===== src/sv/vdq_pkg.sv =====
// Shared types and constants for the VRAM DMA descriptor queue.
package vdq_pkg;

  // Widths of the item fields.
  localparam int SRC_W   = 24;
  localparam int DEST_W  = 16;
  localparam int LEN_W   = 16;
  localparam int MODE_W  = 8;
  localparam int SPLIT_W = 2;
  localparam int KIND_W  = 2;
  localparam int MAXE_W  = 5;
  localparam int SUM_BUDGET_W = 18;
  localparam int CHUNK_W = 3;
  localparam int DESC_W  = MODE_W + DEST_W + SRC_W + LEN_W;

  // Stream and configuration bus widths.
  localparam int IN_TDATA_W  = 72;
  localparam int OUT_TDATA_W = 72;
  localparam int OUT_TUSER_W = 3;
  localparam int CFG_IDX_W   = 3;
  localparam int CFG_DATA_W  = 16;

  // Command codes carried in the input tuser.
  localparam logic CMD_ADD   = 1'b0;
  localparam logic CMD_FLUSH = 1'b1;

  // Result kinds.
  localparam logic [KIND_W-1:0] KIND_STATUS = 2'd0;
  localparam logic [KIND_W-1:0] KIND_DESC   = 2'd1;
  localparam logic [KIND_W-1:0] KIND_EMPTY  = 2'd2;

  // Mode byte of the fill descriptor: increment after the high byte.
  localparam logic [MODE_W-1:0] FILL_VRAM_MODE = 8'h80;

  // Configuration register indexes.
  localparam logic [CFG_IDX_W-1:0] REG_MAX_ENTRIES   = 3'd0;
  localparam logic [CFG_IDX_W-1:0] REG_BUDGET_NORMAL = 3'd1;
  localparam logic [CFG_IDX_W-1:0] REG_BUDGET_LONG   = 3'd2;
  localparam logic [CFG_IDX_W-1:0] REG_LONG_VBLANK   = 3'd3;
  localparam logic [CFG_IDX_W-1:0] REG_OVERHEAD0     = 3'd4;
  localparam logic [CFG_IDX_W-1:0] REG_OVERHEAD1     = 3'd5;
  localparam logic [CFG_IDX_W-1:0] REG_OVERHEAD2     = 3'd6;
  localparam logic [CFG_IDX_W-1:0] REG_OVERHEAD3     = 3'd7;

  // Reset values of the configuration registers.
  localparam logic [MAXE_W-1:0] RST_MAX_ENTRIES   = 5'd16;
  localparam logic [LEN_W-1:0]  RST_BUDGET_NORMAL = 16'd4096;
  localparam logic [LEN_W-1:0]  RST_BUDGET_LONG   = 16'd8192;

  // Configuration register set.
  typedef struct packed {
    logic [MAXE_W-1:0]      max_entries;
    logic [LEN_W-1:0]       budget_normal;
    logic [LEN_W-1:0]       budget_long;
    logic                   long_vblank;
    logic [3:0][LEN_W-1:0]  overhead;
  } cfg_t;

  // Controller states.
  typedef enum logic [2:0] {
    ST_IDLE,
    ST_CHECK,
    ST_WRITE,
    ST_STATUS,
    ST_FL_NEXT,
    ST_FL_OUT,
    ST_FILL,
    ST_EMPTY
  } state_t;

  // Commands from the controller to the datapath.
  typedef struct packed {
    logic capture;
    logic check;
    logic write_chunk;
    logic commit_budget;
    logic load_status;
    logic rd_issue;
    logic load_desc;
    logic load_fill;
    logic load_empty;
    logic clear;
  } ctrl_cmd_t;

  // Status from the datapath to the controller.
  typedef struct packed {
    logic admit;
    logic chunk_last;
    logic more;
    logic fill_en;
    logic queue_empty;
    logic out_free;
  } dp_status_t;

endpackage


===== src/sv/vdq_cfg.sv =====
// Configuration register file of the descriptor queue.
module vdq_cfg
  import vdq_pkg::*;
(
  input  logic                  clk,
  input  logic                  rst,
  input  logic                  cfg_valid,
  output logic                  cfg_ready,
  input  logic [CFG_IDX_W-1:0]  cfg_index,
  input  logic [CFG_DATA_W-1:0] cfg_data,
  output cfg_t                  cfg
);

  // Writes are always taken.
  assign cfg_ready = 1'b1;

  // Register write on each completed transfer.
  always_ff @(posedge clk) begin
    if (rst) begin
      cfg.max_entries   <= RST_MAX_ENTRIES;
      cfg.budget_normal <= RST_BUDGET_NORMAL;
      cfg.budget_long   <= RST_BUDGET_LONG;
      cfg.long_vblank   <= 1'b0;
      cfg.overhead      <= '0;
    end else if (cfg_valid) begin
      case (cfg_index)
        REG_MAX_ENTRIES:   cfg.max_entries   <= cfg_data[MAXE_W-1:0];
        REG_BUDGET_NORMAL: cfg.budget_normal <= cfg_data;
        REG_BUDGET_LONG:   cfg.budget_long   <= cfg_data;
        REG_LONG_VBLANK:   cfg.long_vblank   <= cfg_data[0];
        REG_OVERHEAD0:     cfg.overhead[0]   <= cfg_data;
        REG_OVERHEAD1:     cfg.overhead[1]   <= cfg_data;
        REG_OVERHEAD2:     cfg.overhead[2]   <= cfg_data;
        REG_OVERHEAD3:     cfg.overhead[3]   <= cfg_data;
        default: ;
      endcase
    end
  end

endmodule


===== src/sv/vdq_ctrl.sv =====
// Controller state machine of the descriptor queue.
module vdq_ctrl
  import vdq_pkg::*;
(
  input  logic       clk,
  input  logic       rst,
  input  logic       in_valid,
  input  logic       in_command,
  output logic       in_ready,
  input  dp_status_t status,
  output ctrl_cmd_t  cmd
);

  state_t state;
  state_t state_next;

  // State register.
  always_ff @(posedge clk) begin
    if (rst) begin
      state <= ST_IDLE;
    end else begin
      state <= state_next;
    end
  end

  // Next state.
  always_comb begin
    state_next = state;
    case (state)
      ST_IDLE: begin
        if (in_valid) begin
          state_next = (in_command == CMD_FLUSH) ? ST_FL_NEXT : ST_CHECK;
        end
      end
      ST_CHECK: state_next = ST_WRITE;
      ST_WRITE: begin
        if (!status.admit || status.chunk_last) begin
          state_next = ST_STATUS;
        end
      end
      ST_STATUS: begin
        if (status.out_free) begin
          state_next = ST_IDLE;
        end
      end
      ST_FL_NEXT: begin
        if (status.more) begin
          state_next = ST_FL_OUT;
        end else if (status.fill_en) begin
          state_next = ST_FILL;
        end else if (status.queue_empty) begin
          state_next = ST_EMPTY;
        end else begin
          state_next = ST_IDLE;
        end
      end
      ST_FL_OUT: begin
        if (status.out_free) begin
          state_next = ST_FL_NEXT;
        end
      end
      ST_FILL, ST_EMPTY: begin
        if (status.out_free) begin
          state_next = ST_IDLE;
        end
      end
      default: state_next = ST_IDLE;
    endcase
  end

  // Commands to the datapath.
  always_comb begin
    in_ready = 1'b0;
    cmd      = '0;
    case (state)
      ST_IDLE: begin
        in_ready    = 1'b1;
        cmd.capture = in_valid;
      end
      ST_CHECK: cmd.check = 1'b1;
      ST_WRITE: begin
        cmd.write_chunk   = status.admit;
        cmd.commit_budget = status.admit && status.chunk_last;
      end
      ST_STATUS: cmd.load_status = status.out_free;
      ST_FL_NEXT: begin
        cmd.rd_issue = status.more;
        cmd.clear    = !status.more && !status.fill_en && !status.queue_empty;
      end
      ST_FL_OUT: cmd.load_desc = status.out_free;
      ST_FILL: begin
        cmd.load_fill = status.out_free;
        cmd.clear     = status.out_free;
      end
      ST_EMPTY: begin
        cmd.load_empty = status.out_free;
        cmd.clear      = status.out_free;
      end
      default: ;
    endcase
  end

endmodule


===== src/sv/vdq_dp.sv =====
// Datapath of the descriptor queue: item registers, admission check,
// descriptor memory, counters and the output register.
module vdq_dp
  import vdq_pkg::*;
#(
  parameter int QUEUE_DEPTH       = 16,
  parameter int SPLIT_SRC_STRIDE  = 512,
  parameter int SPLIT_DEST_STRIDE = 256
) (
  input  logic                   clk,
  input  logic                   rst,
  input  logic [IN_TDATA_W-1:0]  s_tdata,
  input  cfg_t                   cfg,
  input  ctrl_cmd_t              cmd,
  output dp_status_t             status,
  output logic                   m_tvalid,
  input  logic                   m_tready,
  output logic [OUT_TDATA_W-1:0] m_tdata,
  output logic [OUT_TUSER_W-1:0] m_tuser,
  output logic                   m_tlast
);

  localparam int CNT_W = $clog2(QUEUE_DEPTH + 1);
  localparam int IDX_W = (QUEUE_DEPTH > 1) ? $clog2(QUEUE_DEPTH) : 1;
  localparam int SUM_W = ((CNT_W > MAXE_W) ? CNT_W : MAXE_W) + 4;

  // Item registers; source and destination also step per chunk.
  logic [SRC_W-1:0]   src_cur;
  logic [DEST_W-1:0]  dst_cur;
  logic [LEN_W-1:0]   item_len;
  logic [MODE_W-1:0]  item_mode;
  logic [SPLIT_W-1:0] item_split;
  logic               item_fill;
  logic [CHUNK_W-1:0] chunk_idx;
  logic [CHUNK_W-1:0] chunk_max;

  // Queue state.
  logic [CNT_W-1:0]   entry_count;
  logic [CNT_W-1:0]   rd_idx;
  logic [LEN_W-1:0]   budget_used;
  logic [LEN_W-1:0]   budget_total;
  logic               admit;

  logic [DESC_W-1:0]  mem [QUEUE_DEPTH];
  logic [DESC_W-1:0]  rd_data;

  // Admission arithmetic.
  logic [SUM_W-1:0]        count_sum;
  logic [SUM_W-1:0]        limit;
  logic [SUM_W-1:0]        max_ext;
  logic [SUM_W-1:0]        depth_ext;
  logic [SUM_BUDGET_W-1:0] total;
  logic [LEN_W-1:0]        budget_sel;

  // Output register.
  logic                out_valid;
  logic [KIND_W-1:0]   out_kind;
  logic                out_accepted;
  logic [MODE_W-1:0]   out_mode;
  logic [DEST_W-1:0]   out_addr;
  logic [SRC_W-1:0]    out_src;
  logic [LEN_W-1:0]    out_len;
  logic                out_fixed;
  logic                out_last;
  logic                out_free;
  logic                load_any;

  assign chunk_max  = CHUNK_W'((4'd1 << item_split) - 4'd1);
  assign max_ext    = SUM_W'(cfg.max_entries);
  assign depth_ext  = SUM_W'(QUEUE_DEPTH);
  assign limit      = (max_ext < depth_ext) ? max_ext : depth_ext;
  assign count_sum  = SUM_W'(entry_count) + SUM_W'(4'd1 << item_split);
  assign budget_sel = cfg.long_vblank ? cfg.budget_long : cfg.budget_normal;
  assign total      = SUM_BUDGET_W'(budget_used) + SUM_BUDGET_W'(item_len)
                    + SUM_BUDGET_W'(cfg.overhead[item_split]);

  // Item capture and chunk stepping.
  always_ff @(posedge clk) begin
    if (cmd.capture) begin
      src_cur    <= s_tdata[23:0];
      dst_cur    <= s_tdata[39:24];
      item_len   <= s_tdata[55:40];
      item_mode  <= s_tdata[63:56];
      item_split <= s_tdata[65:64];
      item_fill  <= s_tdata[66];
    end else if (cmd.write_chunk) begin
      src_cur <= src_cur + SRC_W'(SPLIT_SRC_STRIDE);
      dst_cur <= dst_cur + DEST_W'(SPLIT_DEST_STRIDE);
    end
  end

  // Admission decision and the budget total it implies.
  always_ff @(posedge clk) begin
    if (cmd.check) begin
      admit        <= (count_sum <= limit) && (total <= SUM_BUDGET_W'(budget_sel));
      budget_total <= total[LEN_W-1:0];
    end
  end

  // Counters and the budget.
  always_ff @(posedge clk) begin
    if (rst) begin
      entry_count <= '0;
      rd_idx      <= '0;
      budget_used <= '0;
      chunk_idx   <= '0;
    end else begin
      if (cmd.capture) begin
        chunk_idx <= '0;
      end else if (cmd.write_chunk) begin
        chunk_idx <= chunk_idx + CHUNK_W'(1);
      end
      if (cmd.clear) begin
        entry_count <= '0;
        rd_idx      <= '0;
        budget_used <= '0;
      end else begin
        if (cmd.write_chunk) begin
          entry_count <= entry_count + CNT_W'(1);
        end
        if (cmd.load_desc) begin
          rd_idx <= rd_idx + CNT_W'(1);
        end
        if (cmd.commit_budget) begin
          budget_used <= budget_total;
        end
      end
    end
  end

  // Descriptor memory: one write port, one registered read port.
  always_ff @(posedge clk) begin
    if (cmd.write_chunk) begin
      mem[entry_count[IDX_W-1:0]] <= {item_mode, dst_cur, src_cur, item_len >> item_split};
    end
    if (cmd.rd_issue) begin
      rd_data <= mem[rd_idx[IDX_W-1:0]];
    end
  end

  // Output register; a new result may load as the old one is taken.
  assign out_free = !out_valid || m_tready;
  assign load_any = cmd.load_status || cmd.load_desc || cmd.load_fill || cmd.load_empty;

  always_ff @(posedge clk) begin
    if (rst) begin
      out_valid <= 1'b0;
    end else if (load_any) begin
      out_valid <= 1'b1;
    end else if (m_tready) begin
      out_valid <= 1'b0;
    end
  end

  always_ff @(posedge clk) begin
    if (load_any) begin
      out_kind     <= KIND_STATUS;
      out_accepted <= 1'b0;
      out_mode     <= '0;
      out_addr     <= '0;
      out_src      <= '0;
      out_len      <= '0;
      out_fixed    <= 1'b0;
      out_last     <= 1'b1;
      if (cmd.load_status) begin
        out_accepted <= admit;
      end else if (cmd.load_desc) begin
        out_kind <= KIND_DESC;
        out_mode <= rd_data[63:56];
        out_addr <= rd_data[55:40];
        out_src  <= rd_data[39:16];
        out_len  <= rd_data[15:0];
        out_last <= (CNT_W'(rd_idx + CNT_W'(1)) == entry_count) && !item_fill;
      end else if (cmd.load_fill) begin
        out_kind  <= KIND_DESC;
        out_mode  <= FILL_VRAM_MODE;
        out_addr  <= dst_cur;
        out_src   <= src_cur;
        out_len   <= item_len;
        out_fixed <= 1'b1;
      end else begin
        out_kind <= KIND_EMPTY;
      end
    end
  end

  // Status to the controller.
  assign status.admit       = admit;
  assign status.chunk_last  = (chunk_idx == chunk_max);
  assign status.more        = (rd_idx < entry_count);
  assign status.fill_en     = item_fill;
  assign status.queue_empty = (entry_count == '0);
  assign status.out_free    = out_free;

  // Result stream.
  assign m_tvalid = out_valid;
  assign m_tdata  = {7'b0, out_len, out_src, out_addr, out_mode, out_accepted};
  assign m_tuser  = {out_fixed, out_kind};
  assign m_tlast  = out_last;

endmodule


===== src/sv/vram_dma_descriptor_queue_core.sv =====
// Top level of the VRAM DMA descriptor queue with a per-frame byte budget.
//
//  Group  | Role          | Handshake            | Content
//  -------+---------------+----------------------+------------------------------------
//  s_*    | item in       | s_tvalid / s_tready  | add or flush request
//  m_*    | result out    | m_tvalid / m_tready  | add status, descriptor or empty, tlast ends
//  cfg_*  | register write| cfg_valid / cfg_ready| index and 16-bit data
//
// One item is worked on at a time; the result register lets the next item be taken
// while the last result waits. An add writes its stored chunks (1, 2, 4 or 8; none
// when rejected) and then loads its status. A flush sends the stored descriptors
// in order, each memory read registered before the result register, then a fill
// descriptor if enabled or, on an empty queue, an empty result. Reset (rst,
// synchronous) empties the queue and restores the register defaults; m_tready stalls.
module vram_dma_descriptor_queue_core
  import vdq_pkg::*;
#(
  parameter int QUEUE_DEPTH       = 16,
  parameter int SPLIT_SRC_STRIDE  = 512,
  parameter int SPLIT_DEST_STRIDE = 256
) (
  input  logic                   clk,
  input  logic                   rst,
  input  logic                   s_tvalid,
  output logic                   s_tready,
  // source_address[23:0], vram_dest[39:24], byte_length[55:40],
  // vram_mode[63:56], split_log2[65:64], fill_enable[66], zero[71:67]
  input  logic [IN_TDATA_W-1:0]  s_tdata,
  // command[0]
  input  logic                   s_tuser,
  output logic                   m_tvalid,
  input  logic                   m_tready,
  // accepted[0], out_vram_mode[8:1], out_vram_addr[24:9], out_source[48:25],
  // out_length[64:49], zero[71:65]
  output logic [OUT_TDATA_W-1:0] m_tdata,
  // result_kind[1:0], fixed_source[2]
  output logic [OUT_TUSER_W-1:0] m_tuser,
  output logic                   m_tlast,
  input  logic                   cfg_valid,
  output logic                   cfg_ready,
  input  logic [CFG_IDX_W-1:0]   cfg_index,
  input  logic [CFG_DATA_W-1:0]  cfg_data
);

  cfg_t       cfg;
  ctrl_cmd_t  cmd;
  dp_status_t status;

  // Configuration registers.
  vdq_cfg u_cfg (
    .clk       (clk),
    .rst       (rst),
    .cfg_valid (cfg_valid),
    .cfg_ready (cfg_ready),
    .cfg_index (cfg_index),
    .cfg_data  (cfg_data),
    .cfg       (cfg)
  );

  // Sequencing of adds and flushes.
  vdq_ctrl u_ctrl (
    .clk        (clk),
    .rst        (rst),
    .in_valid   (s_tvalid),
    .in_command (s_tuser),
    .in_ready   (s_tready),
    .status     (status),
    .cmd        (cmd)
  );

  // Queue storage and arithmetic.
  vdq_dp #(
    .QUEUE_DEPTH       (QUEUE_DEPTH),
    .SPLIT_SRC_STRIDE  (SPLIT_SRC_STRIDE),
    .SPLIT_DEST_STRIDE (SPLIT_DEST_STRIDE)
  ) u_dp (
    .clk      (clk),
    .rst      (rst),
    .s_tdata  (s_tdata),
    .cfg      (cfg),
    .cmd      (cmd),
    .status   (status),
    .m_tvalid (m_tvalid),
    .m_tready (m_tready),
    .m_tdata  (m_tdata),
    .m_tuser  (m_tuser),
    .m_tlast  (m_tlast)
  );

endmodule


===== config.mk =====
export PLATFORM = sky130hd
export DESIGN_NAME = vram_dma_descriptor_queue_core
export DESIGN_NICKNAME = d
export VERILOG_FILES = /design/src/sv/vdq_pkg.sv /design/src/sv/vdq_cfg.sv /design/src/sv/vdq_ctrl.sv /design/src/sv/vdq_dp.sv /design/src/sv/vram_dma_descriptor_queue_core.sv
export SDC_FILE = /design/constraint.sdc
export NUM_CORES = 2
export LEC_CHECK = 0
export BUFFER_PORTS_ARGS = -buffer_cell sky130_fd_sc_hd__buf_2
export CAP_MARGIN = 20
export CELL_PAD_IN_SITES_DETAIL_PLACEMENT = 2
export CELL_PAD_IN_SITES_GLOBAL_PLACEMENT = 2
export CORE_MARGIN = 1
export CORE_UTILIZATION = 45
export CTS_BUF_LIST = sky130_fd_sc_hd__clkbuf_8
export CTS_CLUSTER_SIZE = 25
export DETAILED_ROUTE_END_ITERATION = 10
export GPL_TIMING_DRIVEN = 0
export PLACE_DENSITY = 0.8
export SYNTH_ARGS = -nofsm -noshare
export SYNTH_HDL_FRONTEND = slang
export SYNTH_SLANG_ARGS = --single-unit

===== constraint.sdc =====
create_clock -name clk -period 8.3 [get_ports clk]
set_input_delay 1.66 -clock clk [delete_from_list [all_inputs] [get_ports clk]]
set_output_delay 1.66 -clock clk [all_outputs]
set_load 0.01 [all_outputs]

==> results_dict.tcl, run 1 <==
set metrics [dict create \
    status "aborted with a tool error" \
    flow.stopped_at "clock tree synthesis (4_1_cts)" \
    error_line "[ERROR DPL-0033] detailed placement checks failed during check placement." \
    htreeDepth 4 \
    die_h_um 350 \
    synth_adder_area_share_pct 1.79 \
    synth_compound_area_share_pct 3.60 \
    die_width_um 350 \
    netlist_area_mm2 0.0545 \
    synthMuxAreaShare_pct 15.2 \
    globalplace.congestion 0.832 \
    placementRows 127 \
    initial_core_util_pct 45.4 \
    cts_setup_buffers 0 \
    ctsHoldBuffers 0 \
    ys.flop_type "edfxtp_1" \
    synth_xor_area_share_pct 0.964 \
    cts_resized 0 \
    synth_top_family_by_area "multiplexers" \
    synth_seq_area_share_pct 73.3 \
    portBuffers 159 \
    cts_sinks 1376 \
    synth_cell_types 63 \
    synth_edf_count 1241 \
    synth_area_per_cell_um2 19.1 \
    cts_buffer_depth 3 \
    yosysWarnings 0 \
    synthCells 2850 \
    io-pin-count 176 \
    synth-simple-area-share_pct 3.69 \
    numCtsBuffers 219 \
    cts-root-buf "clkbuf_8" \
    dpl.hpwl_mm 137 \
    synthArstFlopShare_pct 0 \
    ys_ff_latch 1376 \
]
-- cells in the mapped netlist (3+ instances only) --
master    instances  area [um^2]
edfxtp_1       1241        37300
mux4_2          348         7840
nand2_1         252          946
dfxtp_1         135         2700
a21oi_1         127          636
clkbuf_1         99          372
ha_1             73          913
nor2_1           70          263
a22o_1           56          490
mux2i_1          40          400
xnor2_1          37          324
o21ai_0          36          180
buf_2            32          160
inv_1            31          116
and2_1           26          163
xor2_1           23          201
nand3_1          22          110
nor3_1           19         95.1
a21o_1           17          128
nor2b_1          17          106
o21a_1           15          113
buf_1            12         45.0
buf_4            12         90.1
and3_1           10         62.6
nor4_1           10         62.6
nand4_1           8         50.1
nand2b_1          7         43.8
o21ai_1           7         35.0
or3_1             5         31.3
a211oi_1          4         30.0
o211ai_1          4         30.0
o22ai_1           4         25.0
a221oi_1          3         26.3
fa_1              3         60.1
mux2_2            3         33.8
nand3b_1          3         22.5
o21bai_1          3         22.5
o31a_1            3         26.3
-- cells by family after synthesis --
group	count (synthesis)
fa+ha+maj	76
flops	1376
mux	391
simple gates	455
other cells	2
compound gates	303
buf+inv	187
xor+xnor	60
-- stage by stage --
step / setup WS, ns / cell area (um^2) / instances
after floorplan: 0.635 / 54500 / 2856
after global placement: -8.52 / 57300 / 4627
after detailed placement: 1.68 / 59300 / 4805
==> run 2: changes to the inputs <==
--- a/config.mk
+++ b/config.mk
@@ -7,15 +7,11 @@
 export LEC_CHECK = 0
 export BUFFER_PORTS_ARGS = -buffer_cell sky130_fd_sc_hd__buf_2
 export CAP_MARGIN = 20
-export CELL_PAD_IN_SITES_DETAIL_PLACEMENT = 2
-export CELL_PAD_IN_SITES_GLOBAL_PLACEMENT = 2
 export CORE_MARGIN = 1
-export CORE_UTILIZATION = 45
-export CTS_BUF_LIST = sky130_fd_sc_hd__clkbuf_8
-export CTS_CLUSTER_SIZE = 25
+export CORE_UTILIZATION = 35
 export DETAILED_ROUTE_END_ITERATION = 10
 export GPL_TIMING_DRIVEN = 0
-export PLACE_DENSITY = 0.8
+export PLACE_DENSITY_LB_ADDON = 0.15
 export SYNTH_ARGS = -nofsm -noshare
 export SYNTH_HDL_FRONTEND = slang
 export SYNTH_SLANG_ARGS = --single-unit
==> constraint.sdc (replaced) <==
create_clock -name clk -period 10.79 [get_ports clk]
set_input_delay 2.158 -clock clk [delete_from_list [all_inputs] [get_ports clk]]
set_output_delay 2.158 -clock clk [all_outputs]
set_load 0.01 [all_outputs]
==> results_dict.tcl, run 2 <==
set metrics [dict create \
    status "finished clean" \
    r2r_slack_ns 4.49 \
    final_cell_mix "edfxtp_1 (1241), mux4_2 (348), nand2_1 (252)" \
    setup_viol 0 \
    setup.worst_path.class "reg -> reg" \
    portBuffers 159 \
    grt_first_pass_wirelength_mm 222 \
    critPathMaxStageDelay_ns 0.72 \
    slew_viol_final 0 \
    ctsHoldBuffers 0 \
    grt_max_degree 28 \
    setup.worst_path.end "u_dp.admit" \
    die_h_um 397 \
    fmaxAchievable_ghz 0.159 \
    critPathCaptureType "flip-flop" \
    hold_violations 0 \
    intPower_mw 9.96 \
    p_sw_mw 3.38 \
    finalCritPeriodShare_pct 58.4 \
    core_mm2 0.154 \
    cpMostUsedCell "a21o_1" \
    crit_path_cell_trace "buf_2 > buf_1 > clkbuf_1 > mux4_2 > ha_1 > inv_1 > fa_1 > nor2b_1 > o31a_1 > o22ai_1 > o31a_1 > xnor2_1 > ha_1 > a21o_1 > a21o_1 > a21o_1 > a221oi_1 > a41oi_1 > a211oi_2" \
    netlist_area_mm2 0.0545 \
    worst_pin_slew_ns 1.11 \
    cts_buffer_depth 3 \
    cellLeakagePower_nw 21.0 \
    syn2layout_area_growth_pct 19.5 \
    io-pin-count 176 \
    grt_pass1_vias 30400 \
    die_width_um 397 \
    synth_edf_count 1241 \
    drc_errors 0 \
    synthCells 2850 \
    pre_cts_slack_ns 4.44 \
    final_common_cell "edfxtp_1" \
    cp.required_ns 11.32 \
    finalClockSkew_ns 0.0465 \
    power_mw 13.3 \
    drive_above_1_share_pct 28.7 \
    finalWirelength_mm 156 \
    ys.flop_type "edfxtp_1" \
    postRouteAntennaNets 0 \
    finalWorstSetupSlack_ns 4.49 \
    grtUsageTotal_pct 19.9 \
    cts_sinks 1376 \
    cts-root-buf "clkbuf_16" \
    synth_area_per_cell_um2 19.1 \
    cts_tree "done" \
    fin_tns_setup_ns 0 \
    yosysMostFrequentCell "edfxtp_1" \
    numCtsBuffers 151 \
    yosysWarnings 0 \
    synth_cell_types 63 \
    ir_drop_mv 0.145 \
    crit_start "u_dp.item_split[1]" \
    dpl.hpwl_mm 109 \
    insertion_delay_ns 0.79 \
    avgViaCountPerCell 5.28 \
    power_frac_clock_pct 38.9 \
    wire_per_inst_um 28.2 \
    antenna_found_initial 2 \
    final_util_pct 42.2 \
    comb_power_share_pct 9.5 \
    antenna_cells 0 \
    ys_top_cells_by_area "edfxtp_1 (68%), mux4_2 (14%), dfxtp_1 (5.0%), nand2_1 (1.7%), ha_1 (1.7%)" \
    drt_first_iter_violations 2445 \
    p_sw_share_pct 25.4 \
    layout_min_cycle_time_ns 6.30 \
    synthArstFlopShare_pct 0 \
    r2r_start "u_dp.item_split[1]" \
    htreeDepth 4 \
    globalplace.congestion 0.826 \
    critPathSlowestCell "clkbuf_1" \
    clkTransAtPathRegs_ns 0.05 \
    cp_data_arrival_time_ns 6.83 \
    grt_overflow 0 \
    cp-start-kind "flip-flop" \
    cts_resized 0 \
    synth_seq_area_share_pct 73.3 \
    initial_core_util_pct 35.3 \
    finalNetCount 3538 \
    via_count 29200 \
    cts_setup_buffers 0 \
    powerDensity_mw_per_mm2 205 \
    max_slew_margin_pct 25.6 \
    rr_worst_depth 19 \
    die_area_mm2 0.157 \
    yosysTopAreaCellShare_pct 68.4 \
    rr_endpoint "u_dp.admit" \
    rsz0062_at_grt "no" \
    dr.pass1.iters 7 \
    largest_register_ff_count 1024 \
    p_seq_share_pct 51.5 \
    placementRows 144 \
    maxCapViolCount 0 \
    min_path_type "reg -> reg" \
    synth_commonest_cells "edfxtp_1 (1241), mux4_2 (348), nand2_1 (252)" \
    synth_largest_area_cell "edfxtp_1" \
    cp_max_fo 10 \
    ys_ff_latch 1376 \
]
-- run 2: cell counts after synthesis --
Identical to the previous run, type by type.
-- run 2: area by class of cell --
type | instances | area [um^2]
Fill cell | 13500 | 89300
Clock buffer | 188 | 4020
Sequential cell | 1376 | 40000
Multi-Input combinational cell | 1293 | 13900
Inverter | 31 | 116
Tap cell | 2044 | 2560
Timing Repair Buffer | 356 | 2900
Buffer | 156 | 674
Clock inverter | 91 | 1000
-- run 2: kinds of logic (layout without fill, tap and decap cells) --
group	after synthesis	in the layout	share of synthesized area [%]
xor+xnor	60	60	0.964
flops	1376	1376	73.3
fa+ha+maj	76	76	1.79
simple gates	455	455	3.69
compound gates	303	303	3.60
other cells	2	8	0.0138
buf+inv	187	822	1.45
mux	391	391	15.2
-- run 2: worst min-delay path by stage --
stage / endpoint / slack [ns] / cells after the start / startpoint
after floorplan: u_cfg.cfg[65] / 0.43 / 2 / u_cfg.cfg[65]
after global placement: u_cfg.cfg[55] / 0.44 / 2 / u_cfg.cfg[55]
after detailed placement: u_cfg.cfg[16] / 0.45 / 2 / u_cfg.cfg[16]
after CTS: u_cfg.cfg[16] / 0.46 / 2 / u_cfg.cfg[16]
after global routing: u_cfg.cfg[41] / 0.47 / 2 / u_cfg.cfg[41]
final: u_cfg.cfg[28] / 0.46 / 2 / u_cfg.cfg[28]
-- run 2: metrics by stage --
| stage | hold slack [ns] | instances | instance area [um^2] |
|---|---|---|---|
| 2_1_floorplan | 0.433 | 2856 | 54500 |
| 3_3_place_gp | 0.440 | 5059 | 57900 |
| 3_5_place_dp | 0.447 | 5253 | 60100 |
| 4_1_cts | 0.455 | 5532 | 65100 |
| 5_1_grt | 0.471 | 5535 | 65100 |
| 6_report | 0.455 | 5535 | 65100 |
-- run 2: layer usage --
layer  share of wire (%)  global-route usage [%]  up-vias
li1                    -                       -    12500
met1                  42                    26.1    15600
met2                  51                    34.3      909
met3                 5.0                    3.34      203
met4                 1.8                    4.60        0
met5                   0                       0        -
-- run 2: critical path, delay by kind of cell, from the launching register on --
| kind | cells | cell delay, ns |
|---|---|---|
| AOI/OAI and AO/OA | 9 | 2.06 |
| xor gates and xnor gates | 1 | 0.41 |
| adders and majority gates | 3 | 0.99 |
| buffers and inverters | 4 | 1.71 |
| DFF | 1 | 0.32 |
| muxes | 1 | 0.40 |
| and+or+nand+nor | 1 | 0.17 |
-- run 2: power groups by stage --
stage	sequential (mW)	clock, mW	combinational (mW)
after floorplan	6.82	0	0.751
after global placement	6.99	0	1.20
after detailed placement	6.99	0	1.28
after CTS	6.88	5.31	1.29
after global routing	6.92	5.51	1.38
final	6.88	5.19	1.27
(Power assumes the default switching activity.)
